## config.mk

```make
export PLATFORM = sky130hd
export DESIGN_NAME = saturating_pcm_mixer
export DESIGN_NICKNAME = d
export VERILOG_FILES = /design/src/smix_pkg.sv /design/src/smix_cell.sv /design/src/smix_sat.sv /design/src/saturating_pcm_mixer.sv
export SDC_FILE = /design/constraint.sdc
export NUM_CORES = 2
export LEC_CHECK = 0
export ABC_CLOCK_PERIOD_IN_PS = 38200
export CORE_UTILIZATION = 50
export CTS_CLUSTER_DIAMETER = 50
export DETAILED_ROUTE_END_ITERATION = 7
export DONT_BUFFER_PORTS = 1
export PLACE_DENSITY_LB_ADDON = 0.3
export SYNTH_ARGS = -nofsm -noshare
export SYNTH_HDL_FRONTEND = slang
export SYNTH_SLANG_ARGS = --single-unit
```

## constraint.sdc

```tcl
create_clock -name aclk -period 38.2 [get_ports aclk]
set_clock_uncertainty 0.15 [all_clocks]
set_input_delay 7.64 -clock aclk [delete_from_list [all_inputs] [get_ports aclk]]
set_output_delay 7.64 -clock aclk [all_outputs]
set_load 0.05 [all_outputs]
```

## src/smix_pkg.sv

```systemverilog
package smix_pkg;

    localparam int DATA_W          = 32;
    localparam int LANES           = 8;
    localparam int MAX_SOURCES_DEF = 8;
    localparam int SUM_W           = DATA_W + $clog2(LANES);
    localparam int CNT_W           = 4;
    localparam int FMT_W           = 2;
    localparam int CFG_IDX_W       = 2;
    localparam int CFG_DATA_W      = 4;

    typedef enum logic [FMT_W-1:0] {
        FMT_S16 = 2'd0,
        FMT_S24 = 2'd1,
        FMT_S32 = 2'd2
    } fmt_t;

    localparam logic [CFG_IDX_W-1:0] REG_FORMAT = 2'd0;
    localparam logic [CFG_IDX_W-1:0] REG_COUNT  = 2'd1;

    localparam fmt_t             FORMAT_RST = FMT_S16;
    localparam logic [CNT_W-1:0] COUNT_RST  = 4'd2;

    localparam logic signed [SUM_W-1:0] S16_MIN = SUM_W'(-32768);
    localparam logic signed [SUM_W-1:0] S16_MAX = SUM_W'(32767);
    localparam logic signed [SUM_W-1:0] S24_MIN = SUM_W'(-8388608);
    localparam logic signed [SUM_W-1:0] S24_MAX = SUM_W'(8388607);
    localparam logic signed [SUM_W-1:0] S32_MIN = SUM_W'(-64'sd2147483648);
    localparam logic signed [SUM_W-1:0] S32_MAX = SUM_W'(64'sd2147483647);

    typedef struct packed {
        logic signed [DATA_W-1:0] sample_0;
        logic signed [DATA_W-1:0] sample_1;
        logic signed [DATA_W-1:0] sample_2;
        logic signed [DATA_W-1:0] sample_3;
        logic signed [DATA_W-1:0] sample_4;
        logic signed [DATA_W-1:0] sample_5;
        logic signed [DATA_W-1:0] sample_6;
        logic signed [DATA_W-1:0] sample_7;
        logic                     block_end;
    } in_item_t;

    typedef struct packed {
        logic signed [DATA_W-1:0] mixed_sample;
        logic                     block_end_out;
    } out_item_t;

    // Payload handed from cell to cell: running sum plus the raw lanes.
    typedef struct packed {
        logic signed [SUM_W-1:0]         sum;
        logic [LANES-1:0][DATA_W-1:0]    samples;
        logic                            block_end;
    } stage_t;

    // Sign-extend one container according to the sample format.
    function automatic logic signed [SUM_W-1:0] sext_sample(
        input logic [DATA_W-1:0] s,
        input fmt_t              fmt
    );
        logic signed [SUM_W-1:0] r;
        unique case (fmt)
            FMT_S16: r = SUM_W'($signed(s[15:0]));
            FMT_S24: r = SUM_W'($signed(s[23:0]));
            default: r = SUM_W'($signed(s));
        endcase
        return r;
    endfunction

endpackage

```

## src/smix_cell.sv

```systemverilog
module smix_cell #(
    parameter int LANE = 0
) (
    input  logic                    aclk,
    input  logic                    aresetn,
    input  smix_pkg::fmt_t          fmt,
    input  logic [smix_pkg::CNT_W-1:0] count,
    input  logic                    in_valid,
    output logic                    in_ready,
    input  smix_pkg::stage_t        in_stage,
    output logic                    out_valid,
    input  logic                    out_ready,
    output smix_pkg::stage_t        out_stage
);
    import smix_pkg::*;

    localparam logic [CNT_W-1:0] LANE_IDX = CNT_W'(LANE);

    logic   valid_reg, valid_next;
    stage_t stage_reg, stage_next;
    logic   lane_used;

    assign lane_used = (count > LANE_IDX);
    assign in_ready  = !valid_reg || out_ready;

    always_comb begin
        valid_next = valid_reg;
        stage_next = stage_reg;
        if (in_ready) begin
            valid_next = in_valid;
        end
        if (in_valid && in_ready) begin
            stage_next = in_stage;
            if (lane_used) begin
                stage_next.sum = in_stage.sum + sext_sample(in_stage.samples[LANE], fmt);
            end
        end
    end

    always_ff @(posedge aclk) begin
        if (!aresetn) begin
            valid_reg <= 1'b0;
        end else begin
            valid_reg <= valid_next;
        end
        stage_reg <= stage_next;
    end

    assign out_valid = valid_reg;
    assign out_stage = stage_reg;

endmodule

```

## src/smix_sat.sv

```systemverilog
module smix_sat (
    input  logic                aclk,
    input  logic                aresetn,
    input  smix_pkg::fmt_t      fmt,
    input  logic                in_valid,
    output logic                in_ready,
    input  smix_pkg::stage_t    in_stage,
    output logic                m_valid,
    input  logic                m_ready,
    output smix_pkg::out_item_t m_item
);
    import smix_pkg::*;

    logic                    valid_reg, valid_next;
    out_item_t               item_reg, item_next;
    fmt_t                    fmt_reg, fmt_next;
    logic signed [SUM_W-1:0] lo, hi, clamped;

    always_comb begin
        unique case (fmt)
            FMT_S16: begin
                lo = S16_MIN;
                hi = S16_MAX;
            end
            FMT_S24: begin
                lo = S24_MIN;
                hi = S24_MAX;
            end
            default: begin
                lo = S32_MIN;
                hi = S32_MAX;
            end
        endcase
        priority if (in_stage.sum < lo) begin
            clamped = lo;
        end else if (in_stage.sum > hi) begin
            clamped = hi;
        end else begin
            clamped = in_stage.sum;
        end
    end

    assign in_ready = !valid_reg || m_ready;

    always_comb begin
        valid_next = valid_reg;
        item_next  = item_reg;
        fmt_next   = fmt_reg;
        if (in_ready) begin
            valid_next = in_valid;
        end
        if (in_valid && in_ready) begin
            item_next.mixed_sample  = clamped[DATA_W-1:0];
            item_next.block_end_out = in_stage.block_end;
            fmt_next                = fmt;
        end
    end

    always_ff @(posedge aclk) begin
        if (!aresetn) begin
            valid_reg <= 1'b0;
        end else begin
            valid_reg <= valid_next;
        end
        item_reg <= item_next;
        fmt_reg  <= fmt_next;
    end

    assign m_valid = valid_reg;
    assign m_item  = item_reg;

    // Narrow formats must come out sign-extended from their own width
    a_s16_range: assert property (@(posedge aclk) disable iff (!aresetn)
        valid_reg && (fmt_reg == FMT_S16) |->
            (item_reg.mixed_sample[31:15] == '0) || (item_reg.mixed_sample[31:15] == '1))
        else $error("s16 result out of range");

    a_s24_range: assert property (@(posedge aclk) disable iff (!aresetn)
        valid_reg && (fmt_reg == FMT_S24) |->
            (item_reg.mixed_sample[31:23] == '0) || (item_reg.mixed_sample[31:23] == '1))
        else $error("s24 result out of range");

endmodule

```

## src/saturating_pcm_mixer.sv

```systemverilog
// Channel   Dir  Handshake             Payload
// s_        in   s_valid / s_ready     s_item   (smix_pkg::in_item_t)
// m_        out  m_valid / m_ready     m_item   (smix_pkg::out_item_t)
// cfg_      in   cfg_valid / cfg_ready cfg_index, cfg_data
//
// One transaction per cycle sustained while m_ready stays high; the path is
// one adder cell per source lane, then the clamp/output register.
// Each cell and the output stage hold one transaction, so the chain stalls
// stage by stage from the output back; s_ready drops only when every stage
// is full and m_ready is low.
// aresetn (sync, active low) empties the chain and restores format s16,
// source count 2. cfg_ready is always high.
module saturating_pcm_mixer #(
    parameter int MAX_SOURCES = smix_pkg::MAX_SOURCES_DEF
) (
    input  logic                           aclk,
    input  logic                           aresetn,
    input  logic                           s_valid,
    output logic                           s_ready,
    input  smix_pkg::in_item_t             s_item,
    output logic                           m_valid,
    input  logic                           m_ready,
    output smix_pkg::out_item_t            m_item,
    input  logic                           cfg_valid,
    output logic                           cfg_ready,
    input  logic [smix_pkg::CFG_IDX_W-1:0] cfg_index,
    input  logic [smix_pkg::CFG_DATA_W-1:0] cfg_data
);
    import smix_pkg::*;

    // Configuration registers
    fmt_t             fmt_reg, fmt_next;
    logic [CNT_W-1:0] count_reg, count_next;

    assign cfg_ready = 1'b1;

    always_comb begin
        fmt_next   = fmt_reg;
        count_next = count_reg;
        if (cfg_valid && cfg_ready) begin
            unique case (cfg_index)
                REG_FORMAT: fmt_next   = fmt_t'(cfg_data[FMT_W-1:0]);
                REG_COUNT:  count_next = cfg_data[CNT_W-1:0];
                default: ;  // unmapped index: write ignored
            endcase
        end
    end

    always_ff @(posedge aclk) begin
        if (!aresetn) begin
            fmt_reg   <= FORMAT_RST;
            count_reg <= COUNT_RST;
        end else begin
            fmt_reg   <= fmt_next;
            count_reg <= count_next;
        end
    end

    // Cell chain: link k feeds cell k, link MAX_SOURCES feeds the clamp stage
    stage_t chain_stage [MAX_SOURCES+1];
    logic   chain_valid [MAX_SOURCES+1];
    logic   chain_ready [MAX_SOURCES+1];

    // Entry: zero sum, lanes unpacked from the input struct
    always_comb begin
        chain_stage[0].sum        = '0;
        chain_stage[0].samples[0] = s_item.sample_0;
        chain_stage[0].samples[1] = s_item.sample_1;
        chain_stage[0].samples[2] = s_item.sample_2;
        chain_stage[0].samples[3] = s_item.sample_3;
        chain_stage[0].samples[4] = s_item.sample_4;
        chain_stage[0].samples[5] = s_item.sample_5;
        chain_stage[0].samples[6] = s_item.sample_6;
        chain_stage[0].samples[7] = s_item.sample_7;
        chain_stage[0].block_end  = s_item.block_end;
    end

    assign chain_valid[0] = s_valid;
    assign s_ready        = chain_ready[0];

    // A count above MAX_SOURCES simply runs out of cells
    for (genvar k = 0; k < MAX_SOURCES; k++) begin : g_cell
        smix_cell #(
            .LANE(k)
        ) u_cell (
            .aclk      (aclk),
            .aresetn   (aresetn),
            .fmt       (fmt_reg),
            .count     (count_reg),
            .in_valid  (chain_valid[k]),
            .in_ready  (chain_ready[k]),
            .in_stage  (chain_stage[k]),
            .out_valid (chain_valid[k+1]),
            .out_ready (chain_ready[k+1]),
            .out_stage (chain_stage[k+1])
        );
    end

    smix_sat u_sat (
        .aclk     (aclk),
        .aresetn  (aresetn),
        .fmt      (fmt_reg),
        .in_valid (chain_valid[MAX_SOURCES]),
        .in_ready (chain_ready[MAX_SOURCES]),
        .in_stage (chain_stage[MAX_SOURCES]),
        .m_valid  (m_valid),
        .m_ready  (m_ready),
        .m_item   (m_item)
    );

    // Backpressure only originates at the output
    a_stall_source: assert property (@(posedge aclk) disable iff (!aresetn)
        !s_ready |-> m_valid && !m_ready)
        else $error("input stalled without output backpressure");

    // Check that the first link fills after a transaction is taken at the input.
    a_first_fill: assert property (@(posedge aclk) disable iff (!aresetn)
        s_valid && s_ready |=> chain_valid[1])
        else $error("accepted transaction lost in first cell");

endmodule

```

# --- Yosys cells after proc, flatten, opt, wreduce, memory -nomap -nowiden ---
# Index checks and enable logic that the tools add are counted.
op_classes:
  addsub: 7
  multipliers: 0
  div_mod_pow: 0
  n_lt_le_gt_ge: 10
  eq_ne: 2
  shifts: 0
  n_mux: 33
  bitwise: 0
  reduce_logical: 31
op_table:
  columns: ["cell", "count"]
  rows:
  - ["35-bit 2-to-1 mux", 21]
  - ["35-bit one-hot mux with 2 select lines", 8]
  - ["35-bit adder", 7]
  - ["31-bit one-hot mux with 2 select lines", 2]
  - ["32-bit 2-to-1 mux", 2]
  - ["35-bit by 32-bit greater-than comparator with 1-bit output", 1]
  - ["35-bit by 32-bit less-than comparator with 1-bit output", 1]
  - ["4-bit by 3-bit greater-than comparator with 1-bit output (second input constant)", 4]
  - ["1-bit logical AND", 9]
  - ["1-bit zero test", 9]
  - ["1-bit logical OR", 9]
  - ["4-bit by 1-bit greater-than comparator with 1-bit output (second input constant)", 2]
  - ["4-bit by 2-bit greater-than comparator with 1-bit output (second input constant)", 2]
  - ["2-bit by 1-bit equality test with 1-bit output (second input constant)", 2]
  - ["2-bit zero test", 2]
  - ["2-bit AND reduction", 2]
totals:
  regBits: 1232
  latch_bits: 0
  ramBits: 0
  mem_bits_ro: 0
  input_bits: 268
  mem_count: 0

# --- Logic depth before layout (Yosys ltp) ---
logic_depth:
  ltp_word: 13
  mapped_depth: 19
  mapped_depth_nobuf: 15

# --- Cells and area by module ---
# A second synthesis with hierarchy kept.
unflattened:
  cells_unflattened: 5681
  area_unflattened_um2: 92688.9
by_module_without_submodules:
  columns: ["mod", "instances", "cells_per_inst", "area_each_um2", "seq_area_each_um2"]
  rows:
  - ["smix_cell at g_cell[3].u_cell", 1, 737, 11462.2, 8788.4]
  - ["smix_cell at g_cell[0].u_cell", 1, 685, 11298.3, 8788.4]
  - ["smix_cell at g_cell[7].u_cell", 1, 660, 11287.1, 8788.4]
  - ["smix_cell at g_cell[4].u_cell", 1, 670, 11259.5, 8788.4]
  - ["smix_cell at g_cell[6].u_cell", 1, 683, 11258.3, 8788.4]
  - ["smix_cell at g_cell[2].u_cell", 1, 661, 11220.8, 8788.4]
  - ["smix_cell at g_cell[5].u_cell", 1, 671, 11214.5, 8788.4]
  - ["smix_cell at g_cell[1].u_cell", 1, 655, 11088.1, 8788.4]
  - ["smix_sat", 1, 229, 2318.5, 1011.0]
  - ["saturating_pcm_mixer", 1, 30, 281.5, 120.1]

# --- Least setup slack after synthesis ---
# Ideal clock, no wire load.
synth_path:
  path_kind: "input port to flip-flop"
  from: "input port m_ready"
  to: "register g_cell[1].u_cell.stage_reg, in the netlist g_cell[1].u_cell.out_stage[0], enable pin"
  setup_ns: 1.166
  arrival_ns: 24.740
  required_ns: 36.884
  setup_slack_ns: 12.145
  cell_stages: 6
  path_cell_list: "nor2b_1 and3_1 and2_0 nand3_1 nor2_1 a21boi_0"
synth_between:
  elab_chain_len: 9
synth_rtl:
  columns: ["element", "line", "source"]
  rows:
  - ["start, declared", "saturating_pcm_mixer.sv:22", "input logic m_ready,"]
  - ["1-bit logical OR", "smix_sat.sv:43", "assign in_ready = !valid_reg || m_ready;"]
  - ["1-bit logical OR (7 in series)", "smix_cell.sv:24", "assign in_ready = !valid_reg || out_ready;"]
  - ["1-bit logical AND", "smix_cell.sv:32", "if (in_valid && in_ready) begin"]
  - ["end signal, assigned", "smix_cell.sv:46", "stage_reg <= stage_next;"]
  - ["end, declared", "smix_cell.sv:20", "stage_t stage_reg, stage_next;"]
# Every way passes these cells.
# A chain may end at the register's enable or synchronous reset.

# --- Final worst setup path ---
layout_path:
  from: "input port m_ready"
  to: "output port s_ready"
layout_between:
  elab_chain_len: 9
layout_rtl:
  columns: ["element", "line", "source"]
  rows:
  - ["1-bit logical OR", "smix_sat.sv:43", null]
  - ["1-bit logical OR (8 in series)", "smix_cell.sv:24", null]
  - ["end, declared", "saturating_pcm_mixer.sv:19", "output logic s_ready,"]
# Every way passes these cells.

==> impl_metrics.json <==
{
  "number_of_endpoints_failing_setup_at_the_final_stage": 0,
  "power.density_nw_per_um2": 51.69,
  "switchingPower_mw": 0.7127,
  "synth_fp_nets": 4413,
  "rsz0062_at_grt": "false",
  "largest_register_ff_count": 1181,
  "floorplan.die_area_um2": 109100,
  "internal-power_mw": 2.404,
  "maxCapViolCount": 0,
  "post_cts_resize_count": 0,
  "routed_via_density": 5.573,
  "nNetsFinal": 4484,
  "grt_pass1_vias": 29640,
  "die_w_um": 330.2,
  "dr.pass1.iters": 5,
  "clk_path_buf_depth": 3,
  "crit_arrival_ns": 10.35,
  "synth_area_per_cell_um2": 13.91,
  "finalWorstSetupSlack_ns": 20.06,
  "instance_count_on_the_critical_path": 6,
  "post-cts-setup-buffers": 0,
  "netlist_area_um2": 53870,
  "timing.critical_path.mode_cell": "nand3_1",
  "hold_fix_buffer_count_after_cts": 0,
  "path_cells": "nor2b_1 -> and3_1 -> and2_0 -> nand3_1 -> nor2_1 -> nand3_1",
  "clock_power_share": 0.425,
  "n_fill_cell": 8409,
  "routedWlPerCell_um": 19.18,
  "run_status": "completed",
  "gr-total-overflow": 0,
  "post-place-ws_ns": 20.07,
  "maximum_number_of_pins_on_one_net_before_global_route_repair": 133,
  "grt_use_total": 0.1919,
  "cts_inserted_buffers": 140,
  "core-area_um2": 106900,
  "cp_top_family": "simple AND/OR/NAND/NOR gates",
  "route.antenna.remaining_nets": 0,
  "crit_path_max_incr_delay_ns": 0.60,
  "cp.required_ns": 30.41,
  "achievable-frequency_ghz": 0.05513,
  "final_layout_size_suffix_gt1_frac": 0.08278,
  "area.growth.synth_to_final_pct": 11.94,
  "synth-seq-area-share": 0.6823,
  "slew_viol_final": 0,
  "final.period_utilization": 0.4748,
  "cells_after_synthesis": 3873,
  "fraction_of_synthesis_flops_using_an_asynchronous_set_or_reset_pin": 0,
  "synth-edff-count": 1214,
  "initial_core_utilization": 0.5039,
  "worst_min_delay_path_class": "reg2reg",
  "yosys_register_bits": 1229,
  "cts_num_sinks": 1229,
  "initial_antenna_violation_count": 1,
  "drt_iter0_markers": 2197,
  "max_fo_critical_path": 6,
  "port_buffers": 0,
  "synth.lib_cells_used.distinct": 79,
  "final-hold-violation-count": 0,
  "root_buf_cell": "clkbuf_16",
  "whs_path_depth": 0,
  "synth.yosys.warnings": 0,
  "layout.cells.most_common": "edfxtp_1",
  "leakage_nw": 22.17,
  "rows": 120,
  "detailedPlacementHpwl_mm": 73.43,
  "worst_skew_pair_latency_ns": 0.75,
  "cp_num_buf_inv": 0,
  "end_kind": "output pin",
  "pin_count": 304,
  "drcViolationCount": 0,
  "total_wire_length_after_detailed_routing_mm": 104.8,
  "gp_congestion": 0.8969,
  "postPlaceCellArea_um2": 55640,
  "tightest_slew_ns": 1.179,
  "total_power_mw": 3.117,
  "ir_worst_vdd_mv": 0.04336,
  "path_clk_slew_ns": 0.06,
  "tritoncts": "built",
  "reg2reg_depth": 17,
  "finalWorstPathRequiredPeriod_ns": 18.14,
  "power_frac_comb": 0.076,
  "sw_frac_of_total": 0.2286,
  "maxSlewHeadroom": 0.2138,
  "route.vias.total": 30440,
  "mostFrequentLayoutCells": "edfxtp_1 (1214), a21oi_1 (349), nand2_1 (301)",
  "pwr-share-seq": 0.498,
  "critical-path-slowest-cell": "nand3_1",
  "die_h_um": 330.2,
  "crit_type": "in2out",
  "finalSetupTns_ns": 0,
  "synth-main-ff-cell": "edfxtp_1",
  "htree_levels": 4,
  "worst_setup_path_start_kind": "input pin",
  "grt_first_pass_wirelength_mm": 160.7,
  "fin_area_um2": 60310
}
layout make-up:
class | instances | area [µm²] | share of cell area
well taps | 1403 | 1755 | 0.02911
diodes | 1 | 2.502 | 0.00004149
flip-flops and latches | 1229 | 36760 | 0.6095
clock inverters | 92 | 1002 | 0.01662
repair buffers | 36 | 282.8 | 0.004689
inverters | 141 | 529.3 | 0.008776
multi-input cells | 2396 | 16320 | 0.2706
clock buffers | 165 | 3661 | 0.06071
cells by family after synthesis:
kind of cell    after synthesis  synth area share
flops                      1229            0.6823
fa+ha+maj                   272           0.06415
xor+xnor                    190           0.03089
mux                          51           0.01040
other cells                   1        0.00006961
simple gates                833           0.07279
compound gates             1049            0.1221
buf+inv                     248           0.01737
synth_stat cells (10+ instances only):
cell type	count	area, µm²
nor3_1	46	230.2
nor2_1	196	735.7
a211oi_1	28	210.2
inv_1	141	529.3
xnor2_1	113	989.7
nand4_1	23	143.9
nand2b_1	31	193.9
clkbuf_1	100	375.4
o22ai_1	14	87.58
o31ai_1	20	150.1
nand3_1	54	270.3
nand2_1	301	1130
a21o_1	176	1321
a21oi_1	351	1757
and2_1	27	168.9
o21ai_0	222	1111
nor3b_1	13	97.59
a21boi_0	20	150.1
mux2i_1	11	110.1
xor2_1	77	674.4
nor2b_1	61	381.6
edfxtp_1	1214	36450
ha_1	265	3316
a211o_1	10	87.58
and3_1	18	112.6
dfxtp_1	15	300.3
o211ai_1	18	135.1
o21a_1	43	322.8
or3_1	16	100.1
o21bai_1	32	240.2
a31oi_1	28	175.2
mux2_2	40	450.4
nor4_1	11	68.82
through the flow:
step,util,std cells,hold WS (ns)
6_report,0.5641,5463,0.2541
5_1_grt,0.5641,5462,0.2583
4_1_cts,0.5641,5462,0.2539
3_5_place_dp,0.5205,5205,0.2545
3_3_place_gp,0.5205,5205,0.2505
2_1_floorplan,-,3873,0.2503
final timing paths:
path	start	to	slack (ns)
worst max-delay path	m_ready	s_ready	20.06
worst min-delay path	g_cell[1].u_cell.out_stage[188]	g_cell[2].u_cell.out_stage[188]	0.25
worst max register to register	fmt_reg[1]	g_cell[5].u_cell.out_stage[287]	32.74
worst min register to register	g_cell[1].u_cell.out_stage[188]	g_cell[2].u_cell.out_stage[188]	0.25
routing by layer:
layer / global-route usage / wire length [µm] / vias to the layer above
li1: - / - / 14890
met1: 0.2432 / 44990 / 14590
met2: 0.3283 / 52130 / 751
met3: 0.03177 / 4216 / 212
met4: 0.07654 / 3441 / 0
met5: 0 / 0 / -
power by group through the flow:
stage	Clock (mW)	Combinational [mW]	Sequential, mW
6_report	1.33	0.238	1.55
5_1_grt	1.41	0.265	1.56
4_1_cts	1.36	0.239	1.56
3_5_place_dp	0	0.237	1.58
3_3_place_gp	0	0.234	1.58
2_1_floorplan	0	0.182	1.59
No activity file was read; power rests on OpenSTA's default activity.
